[src/hw/rtl/dotq_pkg.sv]
package dotq_pkg;

  localparam int unsigned CmdW   = 2;
  localparam int unsigned DelayW = 24;
  localparam int unsigned IdW    = 32;
  localparam int unsigned TimeW  = 32;
  localparam int unsigned StatW  = 2;

  typedef enum logic [CmdW-1:0] {
    CMD_ADD    = 2'd0,
    CMD_REMOVE = 2'd1,
    CMD_TICK   = 2'd2,
    CMD_NOP    = 2'd3
  } cmd_e;

  typedef enum logic [StatW-1:0] {
    ST_OK        = 2'd0,
    ST_INVALID   = 2'd1,
    ST_FULL      = 2'd2,
    ST_NOT_FOUND = 2'd3
  } status_e;

  typedef enum logic [1:0] {
    CELL_HOLD   = 2'd0,
    CELL_INSERT = 2'd1,
    CELL_REMOVE = 2'd2,
    CELL_POP    = 2'd3
  } cell_op_e;

  typedef struct packed {
    logic             valid;
    logic [TimeW-1:0] deadline;
    logic [IdW-1:0]   id;
  } entry_t;

  typedef struct packed {
    cell_op_e         op;
    logic [TimeW-1:0] now;
    logic [TimeW-1:0] delay;
    logic [TimeW-1:0] new_deadline;
    logic [IdW-1:0]   new_id;
    logic [IdW-1:0]   tid;
  } cell_ctrl_t;

  typedef struct packed {
    status_e           status;
    logic [IdW-1:0]    event_id;
    logic              expired;
    logic [DelayW-1:0] wait_ms;
    logic              none_pending;
    logic              last;
  } result_t;

endpackage

[src/hw/rtl/dotq_cell.sv]
module dotq_cell (
  input  logic                 clk_i,
  input  logic                 rst_ni,
  input  dotq_pkg::cell_ctrl_t ctrl_i,
  input  dotq_pkg::entry_t     left_i,
  input  logic                 left_keep_i,
  input  dotq_pkg::entry_t     right_i,
  input  logic                 hit_i,
  output logic                 keep_o,
  output logic                 hit_o,
  output dotq_pkg::entry_t     entry_o
);
  import dotq_pkg::*;

  logic             valid_q, valid_d;
  logic [TimeW-1:0] dl_q, dl_d;
  logic [IdW-1:0]   id_q, id_d;
  logic [TimeW-1:0] dl_gap;
  logic             match;

  always_comb begin
    dl_gap = dl_q - ctrl_i.now;
    keep_o = valid_q && (dl_gap <= ctrl_i.delay);
    match  = valid_q && (id_q == ctrl_i.tid);
    hit_o  = hit_i | match;
  end

  always_comb begin
    valid_d = valid_q;
    dl_d    = dl_q;
    id_d    = id_q;
    case (ctrl_i.op)
      CELL_INSERT: begin
        if (!keep_o) begin
          if (left_keep_i) begin
            // new event lands here, everything behind moves one cell back
            valid_d = 1'b1;
            dl_d    = ctrl_i.new_deadline;
            id_d    = ctrl_i.new_id;
          end else begin
            valid_d = left_i.valid;
            dl_d    = left_i.deadline;
            id_d    = left_i.id;
          end
        end
      end
      CELL_REMOVE: begin
        if (hit_o) begin
          valid_d = right_i.valid;
          dl_d    = right_i.deadline;
          id_d    = right_i.id;
        end
      end
      CELL_POP: begin
        valid_d = right_i.valid;
        dl_d    = right_i.deadline;
        id_d    = right_i.id;
      end
      default: begin
      end
    endcase
  end

  always_ff @(posedge clk_i or negedge rst_ni) begin
    if (!rst_ni) begin
      valid_q <= 1'b0;
    end else begin
      valid_q <= valid_d;
    end
  end

  always_ff @(posedge clk_i) begin
    dl_q <= dl_d;
    id_q <= id_d;
  end

  assign entry_o = '{valid: valid_q, deadline: dl_q, id: id_q};

endmodule

[config.mk]
export PLATFORM = sky130hd
export DESIGN_NAME = dotq_cell
export DESIGN_NICKNAME = d
export VERILOG_FILES = /design/src/hw/rtl/dotq_pkg.sv /design/src/hw/rtl/dotq_cell.sv
export SDC_FILE = /design/constraint.sdc
export NUM_CORES = 1
export LEC_CHECK = 0
export BUFFER_PORTS_ARGS = -buffer_cell sky130_fd_sc_hd__buf_2
export CAP_MARGIN = 30
export CORE_AREA = 5 5 138 140
export CTS_CLUSTER_SIZE = 20
export DETAILED_ROUTE_END_ITERATION = 6
export DIE_AREA = 0 0 143 145
export PLACE_DENSITY = 0.67
export REMOVE_ABC_BUFFERS = 1
export SLEW_MARGIN = 15
export SYNTH_ARGS = -nofsm -noshare
export SYNTH_HDL_FRONTEND = slang
export SYNTH_SLANG_ARGS = --single-unit
[constraint.sdc]
create_clock -name clk_i -period 23.4 [get_ports clk_i]
set_input_delay 7.02 -clock clk_i [delete_from_list [all_inputs] [get_ports clk_i]]
set_output_delay 7.02 -clock clk_i [all_outputs]
set_load 0.1 [all_outputs]
* After elaboration in Yosys (flattened, before gate mapping) *
Cells that the tools add are included.

storage, ports and cells
  word-level logic and storage cells = 28
  register bits = 65
  bits of input ports = 296
  output and inout bits = 67

cells by class
  bitwise logic cells = 1
  order comparisons = 1
  reductions and logical operators = 4
  mux-type cells = 12
  equal/unequal tests = 6
  $add $sub $neg = 1

operator list
  operator              number
  $mux W32              6
  $pmux W32 S3          2
  $eq A32 B32 Y1        1
  $le A32 B32 Y1        1
  $sub A32 B32 Y32      1
  $eq A2 B2 Y1 const B  2
  $ne A2 B2 Y1 const B  2
  $mux W1               3
  $pmux W1 S3           1
  $reduce_and A3 Y1     1
  $reduce_bool A3 Y1    1
  $eq A2 B1 Y1 const B  1
  $logic_and A1 B1 Y1   2
  $or A1 B1 Y1          1

* Depth between registers and ports, before layout *
Gate-level depths: netlist of the first run.

  word-level depth = 5
  depth in mapped cells = 21
  gate-level depth less buffers = 21

* Worst setup path before layout of the first run *
OpenSTA, ideal clock, no wires.

  path kind = input port to output port
  start = input ctrl_i[138] (netlist bit)
  end = output keep_o
  buffers on the path = 1
  slack = 5.648 ns
  arrival time = 10.732 ns
  cell stages on the path = 19
  cells stage by stage = inv_1 ha_1 buf_6 and4_1 a221o_1 a31oi_1 and2_2 o21ai_0 a21o_1 a21oi_1 xnor2_1 ha_1 a21o_1 a21o_1 a21oi_1 o21ai_0 a221oi_1 o21ai_0 inv_1

on the way
  cells in the longest elaborated chain, start to end = 3

RTL lines
  element              RTL line         text
  start: declaration   dotq_cell.sv:4   input dotq_pkg::cell_ctrl_t ctrl_i,
  $sub A32 B32 Y32     dotq_cell.sv:22  dl_gap = dl_q - ctrl_i.now;
  $le A32 B32 Y1       dotq_cell.sv:23  keep_o = valid_q && (dl_gap <= ctrl_i.delay);
  $logic_and A1 B1 Y1  dotq_cell.sv:23
  end: declaration     dotq_cell.sv:9   output logic keep_o,

Every way passes these cells.

* Worst setup path after layout of the first run *
  start = input ctrl_i[128] (netlist bit)
  end = output keep_o

The elaborated chain is that of the path after synthesis.

==> results of run 1 <==
==> cell usage after synthesis (2+ instances only) <==
cell       instances
edfxtp_1          64
or3_1              4
nor3_1            10
xor2_1            38
ha_1              63
buf_1              5
a21o_2             2
a211o_1            3
clkbuf_2           2
nor2_1            16
and2_2             2
o211ai_1           3
nand3_1            6
o21a_1             8
nor4_1             9
and4_1             3
nand4_1           10
a21oi_1           36
xnor2_1           20
a41oi_1            2
o211ai_2           2
a211oi_1           3
clkbuf_1          18
o21bai_1           2
nand2b_1           4
inv_1             71
o21ai_0           76
a21o_1            34
nand2_1           81
o221ai_1           2
o2111ai_1          2
a31oi_1            3
and3_1             2
nor2b_1            4
mux2i_1           65
==> critical path, delay by kind of cell <==
family | cells | cell delay [ps]
fa+ha+maj | 3 | 910
buf+inv | 3 | 630
compound gates | 6 | 1570
simple gates | 7 | 1180
==> power breakdown <==
group / switching [uW] / internal (uW) / leakage [uW]
Clock: 49.5 / 70.9 / 0.000130
Combinational: 216 / 98.5 / 0.00373
Sequential: 11.3 / 148 / 0.000646
Total: 277 / 318 / 0.00451
==> cell families (layout without fill, tap and decap cells) <==
family / Yosys count / in the layout
compound gates: 188 / 188
simple gates: 152 / 152
buf+inv: 98 / 452
mux: 65 / 65
flops: 65 / 65
fa+ha+maj: 64 / 64
xor+xnor: 58 / 58
other cells: 0 / 2
==> per-layer routing <==
layer / part of all wire (%) / GRT usage [%] / wire length, um
met2: 51 / 34.6 / 10900
met3: 6.4 / 4.38 / 1370
met4: 1.7 / 5.56 / 370
met1: 41 / 24.8 / 8690
met5: 0.12 / 0 / 25
==> how the worst max path moves through the flow <==
stage / endpoint / slack [ps] / from
after floorplan: keep_o / 5600 / ctrl_i[128]
after CTS: keep_o / 4970 / ctrl_i[128]
after global routing: keep_o / 4550 / ctrl_i[128]
after global placement: keep_o / 5140 / ctrl_i[128]
after detailed placement: keep_o / 4990 / ctrl_i[128]
final: keep_o / 5040 / ctrl_i[128]
==> registers in the layout, indices dropped and copies added (netlist names) <==
register,count
dl_q,32
id_q,32
valid_q,1
==> final cells by class <==
class / count / area share (%)
clock buffer: 10 / 2.70
timing repair buffer: 365 / 21.9
antenna: 2 / 0.0591
inverter: 71 / 3.15
sequential: 65 / 23.0
multi-input combinational: 527 / 45.4
clock inverter: 6 / 0.414
tap: 229 / 3.38
==> per-stage QoR <==
step | total power [uW] | instance area, um^2 | util, % | std cells | hold slack, ps
2_1_floorplan | 394 | 6040 | - | 663 | 1110
3_3_place_gp | 474 | 8170 | 46.1 | 1256 | 734
3_5_place_dp | 477 | 8170 | 46.1 | 1256 | 733
4_1_cts | 599 | 8440 | 47.6 | 1272 | 741
5_1_grt | 632 | 8470 | 47.8 | 1275 | 780
6_report | 595 | 8470 | 47.8 | 1275 | 729
==> flow_summary.yaml, run 1 <==
run_status:
  status: "finished, final reports clean"
pwr:
  ir_drop_mv: 0.0397
  p_leak_uw: 0.00451
  p_per_area_nw_per_um2: 70.2
timing:
  period_share_pct: 78.5
  rsz0062_at_grt: "false"
  skew_ps: 14.8
  finalSetupViolCount: 0
  tightestPinTransition_ps: 855
  fmax_ghz: 0.0545
  fin_setup_tns_ps: 0
  hold_viol_final: 0
  fin_crit_ps: 18360
  max_slew_margin_pct: 43.0
  slew_violations: 0
  setup_ws_ps: 5040
detailed_routing:
  dr.pass1.iters: 5
  routed_wl_mm: 21.3
  wl_per_cell_um: 16.7
  vias_per_cell: 4.85
  vias: 6185
  drcViolationCount: 0
  drtIter0Drc: 333
  final_antenna_net_count: 0
yosys:
  synth-compound-area-share_pct: 18.9
  ys_seq_elements: 65
  synth_xor_area_share_pct: 8.25
  synth_seq_area_share_pct: 31.6
  synth.avg_cell_area_um2: 8.93
  syn_area_um2: 6160
  synthAdderAreaFrac_pct: 13.1
  yosys_warnings: 0
  yosys-top-cells-area: "edfxtp_1 31%, ha_1 13%, mux2i_1 11%"
  synth_top_family_by_area: "compound AO/OA/AOI/OAI gates"
  synth_top_area_cell: "edfxtp_1"
  synth_edf_count: 64
  synth-simple-area-share_pct: 11.4
  synthArstFlopShare_pct: 1.54
  netlist_instances: 690
  ys_types: 50
  synth_mux_area_share_pct: 10.6
  synth-main-ff-cell: "edfxtp_1"
  synth_top_area_share_pct: 31.2
worst_hold_path:
  hold-path-cell-count: 2
  hold_end: "valid_q"
  worstHoldStart: "valid_q"
  hold_class: "register to register"
global_routing:
  track_usage_pct: 20.0
  grt_max_degree: 83
  grt_pass1_vias: 6272
  antenna_found_initial: 4
  grt_pass1_wl_mm: 32.6
  grt.overflow.total: 0
setup_path:
  crit_path_start_kind: "input port"
  rrSetupSlack_ps: 17830
  r2r_start: "dl_q[0]"
  critical_path_class: "input port to primary output"
  crit_required_ps: 16380
  ff2ff_path_depth: 19
  slowest_delay_ps: 540
  cp_slowest_cell: "o311ai_0"
  cp-end-kind: "primary output"
  path_max_fanout: 5
  r2r_end: "dl_q[14]"
  crit_chain: "buf_2 > ha_1 > fa_1 > nor2b_1 > o21a_1 > o211ai_1 > nand4_1 > o211ai_1 > o311ai_0 > nand2_1 > a211o_1 > ha_1 > nand4_1 > nor4_1 > nand2_1 > nor4_1 > o21ai_0 > inv_1 > buf_2"
  critPathArrivalTime_ps: 11340
cells_and_area:
  drive_gt1_share_pct: 37.2
  layout_common_cells: "360 x buf_2, 81 x nand2_1, 76 x o21ai_0"
  num-fill-cells: 1744
  seqCellArea_um2: 1950
  layout_commonest_cell: "buf_2"
  multi_input_area_um2: 3840
  area_growth_pct: 37.5
  nets: 1399
die:
  initial_core_util_pct: 34.8
  rows: 49
  die_y_um: 145
  die_w_um: 143
  ios: 363
  core_um2: 17700
  die-area_um2: 20700
clocking:
  cts_sinks: 65
  cts_setup_buffers: 0
  cts-resized-gates: 0
  clk-insertion-delay-late_ps: 330
  htreeDepth: 3
  cts_tree: "built"
  clockRootBuffer: "clkbuf_16"
  clk_pin_slew_worst_paths_ps: 50
  cts_buffer_depth: 2
  hold_buffers: 0
  numCtsBuffers: 9
placed_design:
  dp_hpwl_mm: 18.2
  place.port_buffers: 362
  preCtsSetupSlack_ps: 4990
  gp_congestion: 0.931
job:
  drv_cap: 0
(Power assumes the default switching activity.)
==> inputs of run 2 (changes only) <==
ABC_AREA = 1   (was default)
CORE_AREA = 5 5 139 141   (was 5 5 138 140)
DIE_AREA = 0 0 144 146   (was 0 0 143 145)
PLACE_DENSITY = 0.71   (was 0.67)
clock period = 14.8 ns   (was 23.4 ns; I/O delays follow)
==> flow_summary.yaml, run 2 <==
run_status:
  status: "finished, violations left"
  violations: "design-rule violations"
clocking:
  clk_pin_slew_worst_paths_ps: 60
  cts_buffer_depth: 2
  cts-resized-gates: 0
  hold_buffers: 0
  cts_tree: "built"
  cts_setup_buffers: 0
  clockRootBuffer: "clkbuf_16"
  clk-insertion-delay-late_ps: 330
  htreeDepth: 3
  cts_sinks: 65
  numCtsBuffers: 9
yosys:
  ys_types: 33
  netlist_top_cells_count: "218 x nand2_1, 185 x a21oi_1, 133 x inv_1"
  synth_top_area_cell: "edfxtp_1"
  synth_edf_count: 64
  synthArstFlopShare_pct: 1.54
  synth.avg_cell_area_um2: 6.80
  synth.most_common_cell: "nand2_1"
  synth_top_area_share_pct: 29.5
  synth_seq_area_share_pct: 29.9
  yosys_warnings: 0
  syn_area_um2: 6510
  netlist_instances: 958
  ys_seq_elements: 65
  synth-main-ff-cell: "edfxtp_1"
  yosys-top-cells-area: "edfxtp_1 30%, a21oi_1 14%, nand2_1 13%"
die:
  die-area_um2: 21000
  rows: 49
  die_y_um: 146
  initial_core_util_pct: 36.5
  core_um2: 17800
  die_w_um: 144
  ios: 363
timing:
  skew_ps: 10.8
  tightestPinTransition_ps: 806
  fin_crit_ps: 12300
  slew_violations: 0
  hold_viol_final: 0
  max_slew_margin_pct: 46.3
  fmax_ghz: 0.0813
  rsz0062_at_grt: "false"
  fin_setup_tns_ps: 0
  period_share_pct: 83.1
  holdWs_ps: 584
  finalSetupViolCount: 0
placed_design:
  dp_hpwl_mm: 21.1
  place.port_buffers: 362
  gp_congestion: 0.934
setup_path:
  cp-end-kind: "primary output"
  crit_path_start_kind: "input port"
  crit_required_ps: 10360
  critPathArrivalTime_ps: 7860
  critical_path_class: "input port to primary output"
  crit_chain: "buf_2 > inv_1 > ha_1 > a21oi_1 > nand2_1 > a21boi_1 > o21ai_1 > nand2_1 > nand2_1 > nand4_1 > nand2_1 > nand2_1 > nand2_1 > ha_1 > a21oi_1 > o21a_1 > nand2_1 > a21oi_1 > nand2_1 > nand2_1 > nand2_1 > inv_1 > buf_2"
  cp_slowest_cell: "buf_2"
  slowest_delay_ps: 420
  path_max_fanout: 5
  cp_common_cell: "nand2_1"
cells_and_area:
  layout_common_cells: "362 x buf_2, 218 x nand2_1, 185 x a21oi_1"
  drive_gt1_share_pct: 30.1
  area_growth_pct: 35.7
  largestRegisters: "dl_q: 32 flops, id_q: 32 flops, valid_q: 1 flops"
  layout_commonest_cell: "buf_2"
  nets: 1668
pwr:
  finalPower_uw: 1020
  p_per_area_nw_per_um2: 115
  p_leak_uw: 0.00469
  ir_drop_mv: 0.0639
detailed_routing:
  final_antenna_net_count: 0
  wl_per_cell_um: 16.6
  routed_wl_mm: 25.7
  vias: 7700
  drcViolationCount: 13
  dr.pass1.iters: 7
  vias_per_cell: 4.98
  drtIter0Drc: 595
job:
  drv_cap: 0
global_routing:
  grt_pass1_wl_mm: 38.7
  grt.overflow.total: 0
  track_usage_pct: 23.4
  grt_pass1_vias: 7471
  antenna_found_initial: 7
  grt_max_degree: 68
worst_hold_path:
  hold_class: "register to register"
run 2: through the flow:
step | setup WS, ps | utilization, % | std cells | cell area, um^2
after floorplan | 2990 | - | 930 | 6400
after global placement | 2560 | 47.9 | 1526 | 8540
after detailed placement | 2570 | 47.9 | 1526 | 8540
after CTS | 2560 | 49.5 | 1542 | 8830
after global routing | 2290 | 49.5 | 1544 | 8830
final | 2500 | 49.5 | 1545 | 8840
run 2: cell type report:
cell class                 instances  area (um^2)
inverter                         134          503
antenna                            3         7.51
multi-input combinational        731         3950
sequential                        65         1950
timing repair buffer             367         1850
tap                              229          287
clock buffer                      12          246
fill                            1838         9000
clock inverter                     4         45.0
run 2: path summary, 6_finish.rpt:
path / start / to / slack, ps / cells past startpoint
min in group asynchronous: rst_ni / valid_q / 3870 / 1
worst min register to register: valid_q / valid_q / 580 / 2
worst max register to register: dl_q[2] / dl_q[28] / 10020 / 23
worst max-delay path: ctrl_i[130] / keep_o / 2500 / 23
max in group asynchronous: rst_ni / valid_q / 10840 / 1
worst min-delay path: valid_q / valid_q / 580 / 2
run 2: cells by family after synthesis:
kind of cell,share of synthesized area (%)
flip-flops,29.9
adder cells (fa/ha/maj),12.4
XOR/XNOR,5.25
AND/OR/NAND/NOR,24.0
buffers and inverters,9.40
AO/OA/AOI/OAI,19.0
run 2: report_power, final:
| group | total [uW] | internal (uW) | switching, uW |
|---|---|---|---|
| combinational | 548 | 152 | 396 |
| sequential | 255 | 237 | 17.9 |
| clock | 213 | 134 | 78.4 |
run 2: per-layer routing:
metal | track usage [%] | vias up | wire length [um]
met5 | 0 | - | 67
met4 | 7.58 | 10 | 645
met2 | 41.1 | 345 | 12900
met3 | 5.88 | 57 | 2210
li1 | - | 3862 | -
met1 | 27.7 | 3426 | 9880
run 2: worst max-delay path: cells and delay by family:
kind / cells / cell delay, ps
simple gates: 11 / 1080
buf+inv: 4 / 590
fa+ha+maj: 2 / 640
compound gates: 6 / 1050
